## config.mk

```make
export PLATFORM = sky130hd
export DESIGN_NAME = sexpr_top_level_counter_flat
export DESIGN_NICKNAME = d
export VERILOG_FILES = /design/src/rtl/sexpr_pkg.sv /design/src/rtl/sexpr_ifs.sv /design/src/rtl/sexpr_step.sv /design/src/rtl/sexpr_top_level_counter.sv /design/src/flat_wrapper.sv
export SDC_FILE = /design/constraint.sdc
export NUM_CORES = 1
export LEC_CHECK = 0
export BUFFER_PORTS_ARGS = -buffer_cell sky130_fd_sc_hd__buf_2
export CAP_MARGIN = 10
export CORE_MARGIN = 2
export CORE_UTILIZATION = 45
export CTS_BUF_LIST = sky130_fd_sc_hd__clkbuf_8
export DETAILED_ROUTE_END_ITERATION = 10
export PLACE_DENSITY = 0.67
export RECOVER_POWER = 25
export SLEW_MARGIN = 40
export SYNTH_ARGS = -nofsm -noshare
export SYNTH_HDL_FRONTEND = slang
export SYNTH_SLANG_ARGS = --single-unit
```

## constraint.sdc

```tcl
create_clock -name clk -period 2.4 [get_ports clk]
set_input_delay 0.36 -clock clk [delete_from_list [all_inputs] [get_ports clk]]
set_output_delay 0.36 -clock clk [all_outputs]
set_load 0.01 [all_outputs]
```

## src/rtl/sexpr_pkg.sv

```systemverilog
// shared types, constants and byte codes for the s-expression item counter
// no dependencies; imported by the interfaces and all rtl modules
package sexpr_pkg;

    localparam int CH_W    = 8;
    localparam int DEPTH_W = 8;
    localparam int COUNT_W = 16;

    // saturation limits for nesting depth and item count
    localparam logic [DEPTH_W-1:0] DEPTH_CAP = 8'd255;
    localparam logic [COUNT_W-1:0] COUNT_CAP = 16'd65535;

    // byte codes that the tokenizer looks at
    localparam logic [CH_W-1:0] CH_SEMI   = 8'h3B;
    localparam logic [CH_W-1:0] CH_LPAREN = 8'h28;
    localparam logic [CH_W-1:0] CH_RPAREN = 8'h29;
    localparam logic [CH_W-1:0] CH_SPACE  = 8'h20;
    localparam logic [CH_W-1:0] CH_NL     = 8'h0A;
    localparam logic [CH_W-1:0] CH_COMMA  = 8'h2C;
    localparam logic [CH_W-1:0] CH_BAR    = 8'h7C;
    localparam logic [CH_W-1:0] CH_TAB    = 8'h09;
    localparam logic [CH_W-1:0] CH_VT     = 8'h0B;
    localparam logic [CH_W-1:0] CH_FF     = 8'h0C;
    localparam logic [CH_W-1:0] CH_CR     = 8'h0D;

    typedef enum logic [2:0] {
        CLS_WORD    = 3'd0,
        CLS_OPEN    = 3'd1,
        CLS_CLOSE   = 3'd2,
        CLS_SPACE   = 3'd3,
        CLS_SEP     = 3'd4,
        CLS_COMMENT = 3'd5
    } char_class_t;

    // tokenizer state carried from byte to byte
    typedef struct packed {
        logic               comment_mode;
        logic [DEPTH_W-1:0] nest_depth;
        logic               word_nonblank;
        logic [COUNT_W-1:0] top_count;
        logic               sat_flag;
    } tok_state_t;

    // one result item
    typedef struct packed {
        logic [2:0]         char_class;
        logic [DEPTH_W-1:0] depth;
        logic               in_comment;
        logic [COUNT_W-1:0] item_count;
        logic               done_res;
        logic               overflow;
    } tok_result_t;

    function automatic logic is_blank(input logic [CH_W-1:0] c);
        return (c == CH_SPACE) || (c == CH_TAB) || (c == CH_NL) ||
               (c == CH_VT) || (c == CH_FF) || (c == CH_CR);
    endfunction

endpackage

```

## src/rtl/sexpr_ifs.sv

```systemverilog
// valid/ready channel interfaces for source bytes and result items
// depends on sexpr_pkg
interface sexpr_byte_if
    import sexpr_pkg::*;
    ();
    logic            valid;
    logic            ready;
    logic [CH_W-1:0] ch;
    logic            last;

    modport source (output valid, output ch, output last, input ready);
    modport sink   (input valid, input ch, input last, output ready);
endinterface

interface sexpr_result_if
    import sexpr_pkg::*;
    ();
    logic               valid;
    logic               ready;
    logic [2:0]         char_class;
    logic [DEPTH_W-1:0] depth;
    logic               in_comment;
    logic [COUNT_W-1:0] item_count;
    logic               done_res;
    logic               overflow;

    modport source (output valid, output char_class, output depth, output in_comment,
                    output item_count, output done_res, output overflow, input ready);
    modport sink   (input valid, input char_class, input depth, input in_comment,
                    input item_count, input done_res, input overflow, output ready);
endinterface

```

## src/rtl/sexpr_step.sv

```systemverilog
// per-byte tokenizer update: next state and result for one source byte
// depends on sexpr_pkg
module sexpr_step
    import sexpr_pkg::*;
(
    input  tok_state_t  cur,
    input  logic [CH_W-1:0] ch,
    input  logic        last,
    output tok_state_t  nxt,
    output tok_result_t res
);

    logic        bump;
    logic        deepen;
    logic [2:0]  cls;
    tok_state_t  upd;

    always_comb
    begin
        upd    = cur;
        bump   = 1'b0;
        deepen = 1'b0;
        cls    = CLS_WORD;
        if (cur.comment_mode)
        begin
            cls = CLS_COMMENT;
            if (ch == CH_NL)
            begin
                upd.comment_mode = 1'b0;
                bump = (cur.nest_depth == '0);
            end
        end
        else if (ch == CH_SEMI)
        begin
            cls = CLS_COMMENT;
            upd.comment_mode  = 1'b1;
            upd.word_nonblank = 1'b0;
        end
        else if (ch == CH_LPAREN)
        begin
            cls = CLS_OPEN;
            upd.word_nonblank = 1'b0;
            bump   = (cur.nest_depth == '0);
            deepen = 1'b1;
        end
        else if (ch == CH_RPAREN)
        begin
            cls = CLS_CLOSE;
            upd.word_nonblank = 1'b0;
            if (cur.nest_depth == '0)
                bump = 1'b1;
            else
                upd.nest_depth = cur.nest_depth - 1'b1;
        end
        else if ((ch == CH_SPACE) || (ch == CH_NL))
        begin
            cls = CLS_SPACE;
            upd.word_nonblank = 1'b0;
        end
        else if ((ch == CH_COMMA) || (ch == CH_BAR))
        begin
            cls = CLS_SEP;
            upd.word_nonblank = 1'b0;
            bump = (cur.nest_depth == '0);
        end
        else if (!is_blank(ch) && !cur.word_nonblank)
        begin
            upd.word_nonblank = 1'b1;
            bump = (cur.nest_depth == '0);
        end

        // counter and depth saturate instead of wrapping
        if (bump)
        begin
            if (cur.top_count == COUNT_CAP)
                upd.sat_flag = 1'b1;
            else
                upd.top_count = cur.top_count + 1'b1;
        end
        if (deepen)
        begin
            if (cur.nest_depth == DEPTH_CAP)
                upd.sat_flag = 1'b1;
            else
                upd.nest_depth = cur.nest_depth + 1'b1;
        end

        res.char_class = cls;
        res.depth      = upd.nest_depth;
        res.in_comment = upd.comment_mode;
        res.item_count = upd.top_count;
        res.done_res   = last;
        res.overflow   = upd.sat_flag;

        // end of text returns the tokenizer to its reset state
        nxt = last ? tok_state_t'('0) : upd;
    end

endmodule

```

## src/rtl/sexpr_top_level_counter.sv

```systemverilog
// s-expression tokenizer and top-level item counter, one byte per request
// a result is registered and appears in the cycle after its byte is accepted
// throughput: one byte per cycle while the sink takes results, limited only by the single result register
// reset (rst_n, async, active low) clears the tokenizer state and the result valid
// state also returns to reset after a byte marked last
// depends on sexpr_pkg, sexpr_ifs, sexpr_step
module sexpr_top_level_counter
    import sexpr_pkg::*;
(
    input  logic           clk,
    input  logic           rst_n,
    sexpr_byte_if.sink     byte_in,
    sexpr_result_if.source result
);

    tok_state_t  state_reg;
    tok_state_t  state_next;
    tok_result_t res_reg;
    tok_result_t res_next;
    logic        res_valid_reg;
    logic        accept;

    // the result register frees up in the same cycle it is taken downstream,
    // so a new byte request is taken every cycle while the sink keeps up
    assign byte_in.ready = !res_valid_reg || result.ready;
    assign accept        = byte_in.valid && byte_in.ready;

    // whole per-byte update is one short combinational step
    sexpr_step u_step (
        .cur  (state_reg),
        .ch   (byte_in.ch),
        .last (byte_in.last),
        .nxt  (state_next),
        .res  (res_next)
    );

    // tokenizer state advances only on an accepted byte
    always_ff @(posedge clk or negedge rst_n)
    begin
        if (!rst_n)
        begin
            state_reg     <= '0;
            res_valid_reg <= 1'b0;
        end
        else
        begin
            if (accept)
            begin
                state_reg     <= state_next;
                res_valid_reg <= 1'b1;
            end
            else if (result.ready)
            begin
                res_valid_reg <= 1'b0;
            end
        end
    end

    // result payload, held while the sink stalls
    always_ff @(posedge clk)
    begin
        if (accept)
            res_reg <= res_next;
    end

    assign result.valid      = res_valid_reg;
    assign result.char_class = res_reg.char_class;
    assign result.depth      = res_reg.depth;
    assign result.in_comment = res_reg.in_comment;
    assign result.item_count = res_reg.item_count;
    assign result.done_res   = res_reg.done_res;
    assign result.overflow   = res_reg.overflow;

endmodule

```

## src/flat_wrapper.sv

```systemverilog
// flat-port wrapper written by rule: the top's interface ports become plain ports
module sexpr_top_level_counter_flat import sexpr_pkg::*;
  (clk, rst_n, byte_in_valid, byte_in_ch, byte_in_last, byte_in_ready, result_valid, result_char_class, result_depth, result_in_comment, result_item_count, result_done_res, result_overflow, result_ready);
  sexpr_byte_if byte_in_i ();
  sexpr_result_if result_i ();
  input  logic clk;
  input  logic rst_n;
  input wire logic [$bits(byte_in_i.valid)-1:0] byte_in_valid;
  input wire logic [$bits(byte_in_i.ch)-1:0] byte_in_ch;
  input wire logic [$bits(byte_in_i.last)-1:0] byte_in_last;
  output wire logic [$bits(byte_in_i.ready)-1:0] byte_in_ready;
  output wire logic [$bits(result_i.valid)-1:0] result_valid;
  output wire logic [$bits(result_i.char_class)-1:0] result_char_class;
  output wire logic [$bits(result_i.depth)-1:0] result_depth;
  output wire logic [$bits(result_i.in_comment)-1:0] result_in_comment;
  output wire logic [$bits(result_i.item_count)-1:0] result_item_count;
  output wire logic [$bits(result_i.done_res)-1:0] result_done_res;
  output wire logic [$bits(result_i.overflow)-1:0] result_overflow;
  input wire logic [$bits(result_i.ready)-1:0] result_ready;
  assign byte_in_i.valid = byte_in_valid;
  assign byte_in_i.ch = byte_in_ch;
  assign byte_in_i.last = byte_in_last;
  assign byte_in_ready = byte_in_i.ready;
  assign result_valid = result_i.valid;
  assign result_char_class = result_i.char_class;
  assign result_depth = result_i.depth;
  assign result_in_comment = result_i.in_comment;
  assign result_item_count = result_i.item_count;
  assign result_done_res = result_i.done_res;
  assign result_overflow = result_i.overflow;
  assign result_i.ready = result_ready;
  sexpr_top_level_counter u_core (.clk(clk), .rst_n(rst_n), .byte_in(byte_in_i), .result(result_i));
endmodule
```

Word level (Yosys, flattened, before mapping) --
Cells that the tools add are included.
Cells by class: $add $sub $neg 3, eq/ne operators 14, mux-type cells 40, reductions and logical operators 19
Operators with widths (number):
- two-way mux 8 bit | 6
- equality test 8 x 4 -> 1 bit (second input constant) | 5
- equality test 8 x 6 -> 1 bit (second input constant) | 5
- two-way mux 27 bit | 1
- two-way mux 1 bit | 26
- two-way mux 17 bit | 1
- adder 16 x 1 -> 16 bit (second input constant) | 1
- equality test 16 bit (second input constant) | 1
- two-way mux 16 bit | 1
- two-way mux 3 bit | 4
- two-way mux 9 bit | 1
- adder 8 x 1 -> 8 bit (second input constant) | 1
- equality test 8 x 7 -> 1 bit (second input constant) | 1
- equality test 8 bit (second input constant) | 1
- logical NOT 8 bit | 1
- logical OR 1 bit | 8
- subtractor 8 x 1 -> 8 bit (second input constant) | 1
- nonzero test 7 bit | 1
- logical NOT 1 bit | 3
- AND reduction 3 bit | 1
- OR reduction 3 bit | 1
- logical AND 1 bit | 2
- != test 2 bit (second input constant) | 1
- nonzero test 2 bit | 1
- OR reduction 2 bit | 1
Word-level totals: flip-flop bits (word level) 58, bits of input ports 13, output and inout bits 32, logic and storage cells 89

Logic depth before layout (Yosys ltp) --
depth in word-level cells 19, mapped depth 10, gate-level depth less buffers 8

Hierarchy --
From an unflattened synthesis, not the netlist that was laid out.
Second synthesis, totals: cell total of the unflattened synthesis 334, area, all modules 3554.7 µm²
By module, submodules not included:
- sexpr_top_level_counter | times used 1, cells an instance 91, area an instance 2034.5 µm², seq. area each 1601.5 µm²
- sexpr_step | times used 1, cells an instance 243, area an instance 1520.2 µm², seq. area each 0.0 µm²

Worst setup path before layout --
Ideal clock, no wire load.
kind register -> register, from register u_core.state_reg[18] (netlist name), to register u_core.res_reg (netlist bit u_core.result.item_count[15]), data pin, setup time 0.260 ns, arrival time 2.331 ns, required time 2.140 ns, setup slack -0.191 ns, stages on the path, launching flop included 9, buffers on the path 1, clock period less this slack 2.591 ns, path through dfrtp_1 clkbuf_1 inv_1 ha_1 or4b_4 nor4_4 nand3_1 a211oi_1 mux2_2
RTL lines:
- from (decl) | line sexpr_top_level_counter.sv:16 | tok_state_t state_reg;
- from (signal assigned) | line sexpr_top_level_counter.sv:49 | state_reg <= state_next;
- to (signal assigned) | line sexpr_top_level_counter.sv:63 | res_reg <= res_next;
- to (decl) | line sexpr_top_level_counter.sv:18 | tok_result_t res_reg;

==> summary.txt <==
Outcome
  – Outcome: finished, violations left
  – Failing checks: max-capacitance violations, max-slew violations

Worst setup path
  – Slowest-stage cell, CP: or4b_4
  – Critical Path Fanout Max: 3
  – CP Buf/Inv Count: 1
  – WP data required: 2490 ps
  – Crit. End Element: flop
  – Crit path cell chain: inv_2, ha_4, or4b_4, nor4_4, nand3_1, a211oi_2, mux2_4
  – Largest stage delay, worst path: 500 ps
  – Worst endpoint data arrival time: 2460 ps
  – WS Path Type: flop to flop
  – Crit path launch type: flop
  – Critical path's top delay family: simple AND/OR/NAND/NOR gates

Route
  – Final ANT Viol Nets: 0
  – Drt via density: 5.82
  – Number of remaining DRC errors: 0
  – Via Count: 3,287
  – Routed Wire Length: 9.06 mm
  – DRT Pass-1 Iters: 4
  – DR WL/cell: 16.0 um
  – Starting DRT DRC Count: 195

Layout
  – Area of the multi-input gates: 0.00188 mm^2
  – Final instance area: 0.00452 mm^2
  – Commonest non-fill, non-tap cell in the layout: buf_4
  – Fraction of layout cells with a size suffix above 1: 31.3%
  – Ant diodes: 0
  – Reg area: 0.00160 mm^2
  – Fin cells: 565
  – Layout area overhead: 24.8%
  – Layout filler cell count: 681
  – Max reg flops: 27
  – Layout Nets: 474
  – Most frequent cells in the layout: buf_4, buf_2, edfxtp_1

Placed design
  – Placed cell count: 543
  – HPWL after DPL: 6.26 mm
  – GPL Wtd Cong: 0.900
  – Post-place setup slack: -27.7 ps
  – Dpl cell area: 0.00423 mm^2
  – Number of buffers added on ports: 44

Power
  – Worst vdd ir: 408 uV
  – Static leakage: 1.88 nW
  – Pwr Density: 673 mW/mm^2

Synthesis
  – Main flop type after synthesis: edfxtp_1
  – Yosys reg bits: 58
  – Synthesis warning total: 0
  – Yosys top cell by area: edfxtp_1
  – Post-synth EDFFs: 30
  – Net count after synthesis: 384
  – Largest cells by area after synthesis: edfxtp_1, dfrtp_1, nor3_1, nor2_1, nand2_1
  – Netlist cell types: 74
  – Post-Syn Area: 0.00362 mm^2
  – Ys async rst share: 48.3%
  – Area fraction of the dominant cell type after synthesis: 24.9%
  – Sequential element share of the synthesized area: 44.2%
  – Post-Synthesis Cells: 368
  – Synth Area per Inst: 9.84 um^2

Clock tree
  – CTS root buffer: clkbuf_8
  – TritonCTS Buffers: 9
  – Clock transition at path regs: 70 ps
  – CTS tree: built
  – Clock tree buffer depth: 2
  – H-Tree Depth: 3
  – Clk sinks: 58
  – Worst-Skew Late Latency: 340 ps

Floorplan
  – Die Span Y: 93.7 um
  – Die area: 0.00878 mm^2
  – Core ar.: 0.00777 mm^2
  – IO Pins: 45
  – Die outline width: 93.7 um
  – Initial core utilization: 46.6%
  – FP Rows: 32

STA
  – Final Max Slew Viols: 29
  – Final number of hold-violating endpoints: 0
  – Period utilization: 98.8%
  – FMAX: 422 MHz
  – Final worst slack: 29.3 ps
  – Final setup violation count: 0
  – Final min period: 2370 ps
  – Slew HR: -13.4%
  – Skew final: 8.22 ps
  – Least-Margin Pin Slew: 1700 ps
  – RSZ-0062 raised after global routing: yes

GRT
  – Met3 usage: 4.33%
  – Number of global-route vias before repair: 3,151
  – Met1 GRT Util: 29.4%
  – Global-route usage over all layers: 21.6%
  – Largest net degree at the start of global routing: 29
  – First-pass GRT wire length: 14.9 mm
  – Total gr overflow: 0
  – Met2 usage: 34.3%
  – GRT Max-Usage Layer: met2
  – Initial antenna violation count: 0

Min path
  – Hold Crit Class: input pin to flop

Job
  – Max-Cap Viols: 1
## worst reg2reg max path, stage by stage (launching register included)
cell      delay (ps)
dfrtp_1          390
inv_2             90
ha_4             130
or4b_4           500
nor4_4           270
nand3_1          160
a211oi_2         260
mux2_4           330
## synthesized netlist by cell type, types with 4 or more instances
library cell  number
nor2b_1            6
a21oi_1           10
edfxtp_1          30
nand4_1            9
a21o_1             4
inv_1             12
o21ai_0           19
o211ai_1           4
clkbuf_1          12
a31o_2             5
buf_6              4
mux2i_1            5
nand2_1           26
and2_1             5
a31oi_1            5
nand3_1           18
dfrtp_1           28
or3_1              5
xnor2_1            6
xor2_1             8
nand2b_1           7
nor3_1            21
and3_1             4
a22o_1             5
and4_1             6
nor2_1            27
nor4_1             6
## kinds of logic (layout without fill, tap and decap cells)
group	count (synthesis)	in the layout	synth area share [%]
flip-flops	58	58	44.2
AO/OA/AOI/OAI	88	89	18.1
multiplexers	8	8	2.31
buffers and inverters	39	133	6.29
adder cells (fa/ha/maj)	3	3	1.04
AND/OR/NAND/NOR	158	158	24.7
XOR/XNOR	14	14	3.39
## area by class of cell
type	count	share of cell area (%)
flip-flops and latches	58	35.4
inverters	13	1.08
clock inverters	6	1.27
multi-input cells	272	41.6
well taps	102	2.82
clock buffers	10	3.04
repair buffers	104	14.7
## where the power goes
| part | total [mW] | leakage, nW | switching (mW) | internal, mW |
|---|---|---|---|---|
| registers | 1.23 | 0.665 | 0.0512 | 1.18 |
| clock network | 0.890 | 0.0971 | 0.392 | 0.498 |
| logic | 0.925 | 1.11 | 0.531 | 0.394 |
| total | 3.04 | 1.88 | 0.974 | 2.07 |
## worst paths after layout
check | endpoint | slack, ps | cells after the start | startpoint
hold reg to reg | u_core.result.valid | 530 | 2 | u_core.result.valid
setup reg to reg | u_core.result.item_count[15] | 30 | 7 | u_core.state_reg[19]
max in group asynchronous | u_core.state_reg[13] | 950 | 1 | rst_n
hold / removal | u_core.result.valid | 230 | 2 | byte_in_valid
setup / recovery | u_core.result.item_count[15] | 30 | 7 | u_core.state_reg[19]
min in group asynchronous | u_core.state_reg[1] | 460 | 1 | rst_n
## timing repair
| item | CTS | global route |
|---|---|---|
| buffers inserted | 0 | 5 |
| cloned | 0 | 1 |
| hold endpoints to repair | 0 | 0 |
| gates resized for setup | 2 | 10 |
| hold buffers | 0 | 0 |
| pin swaps | 0 | 8 |
| endpoints found under the setup margin | 5 | 20 |
## routing by layer
layer	share of wire (%)	vias up
met3	5.0	16
met5	0	-
li1	-	1582
met2	48	98
met4	1.6	0
met1	46	1591
## metrics by stage
stage	power [mW]	hold WS (ps)	utilization (%)	TNS (ps)
final	3.04	226	58.2	0
after global routing	3.20	224	58.2	-101
after CTS	3.00	77.7	57.1	0
after detailed placement	2.10	445	54.4	-59.5
after global placement	2.09	456	54.4	0
after floorplan	1.83	64.4	-	0
(Power assumes the default switching activity.)
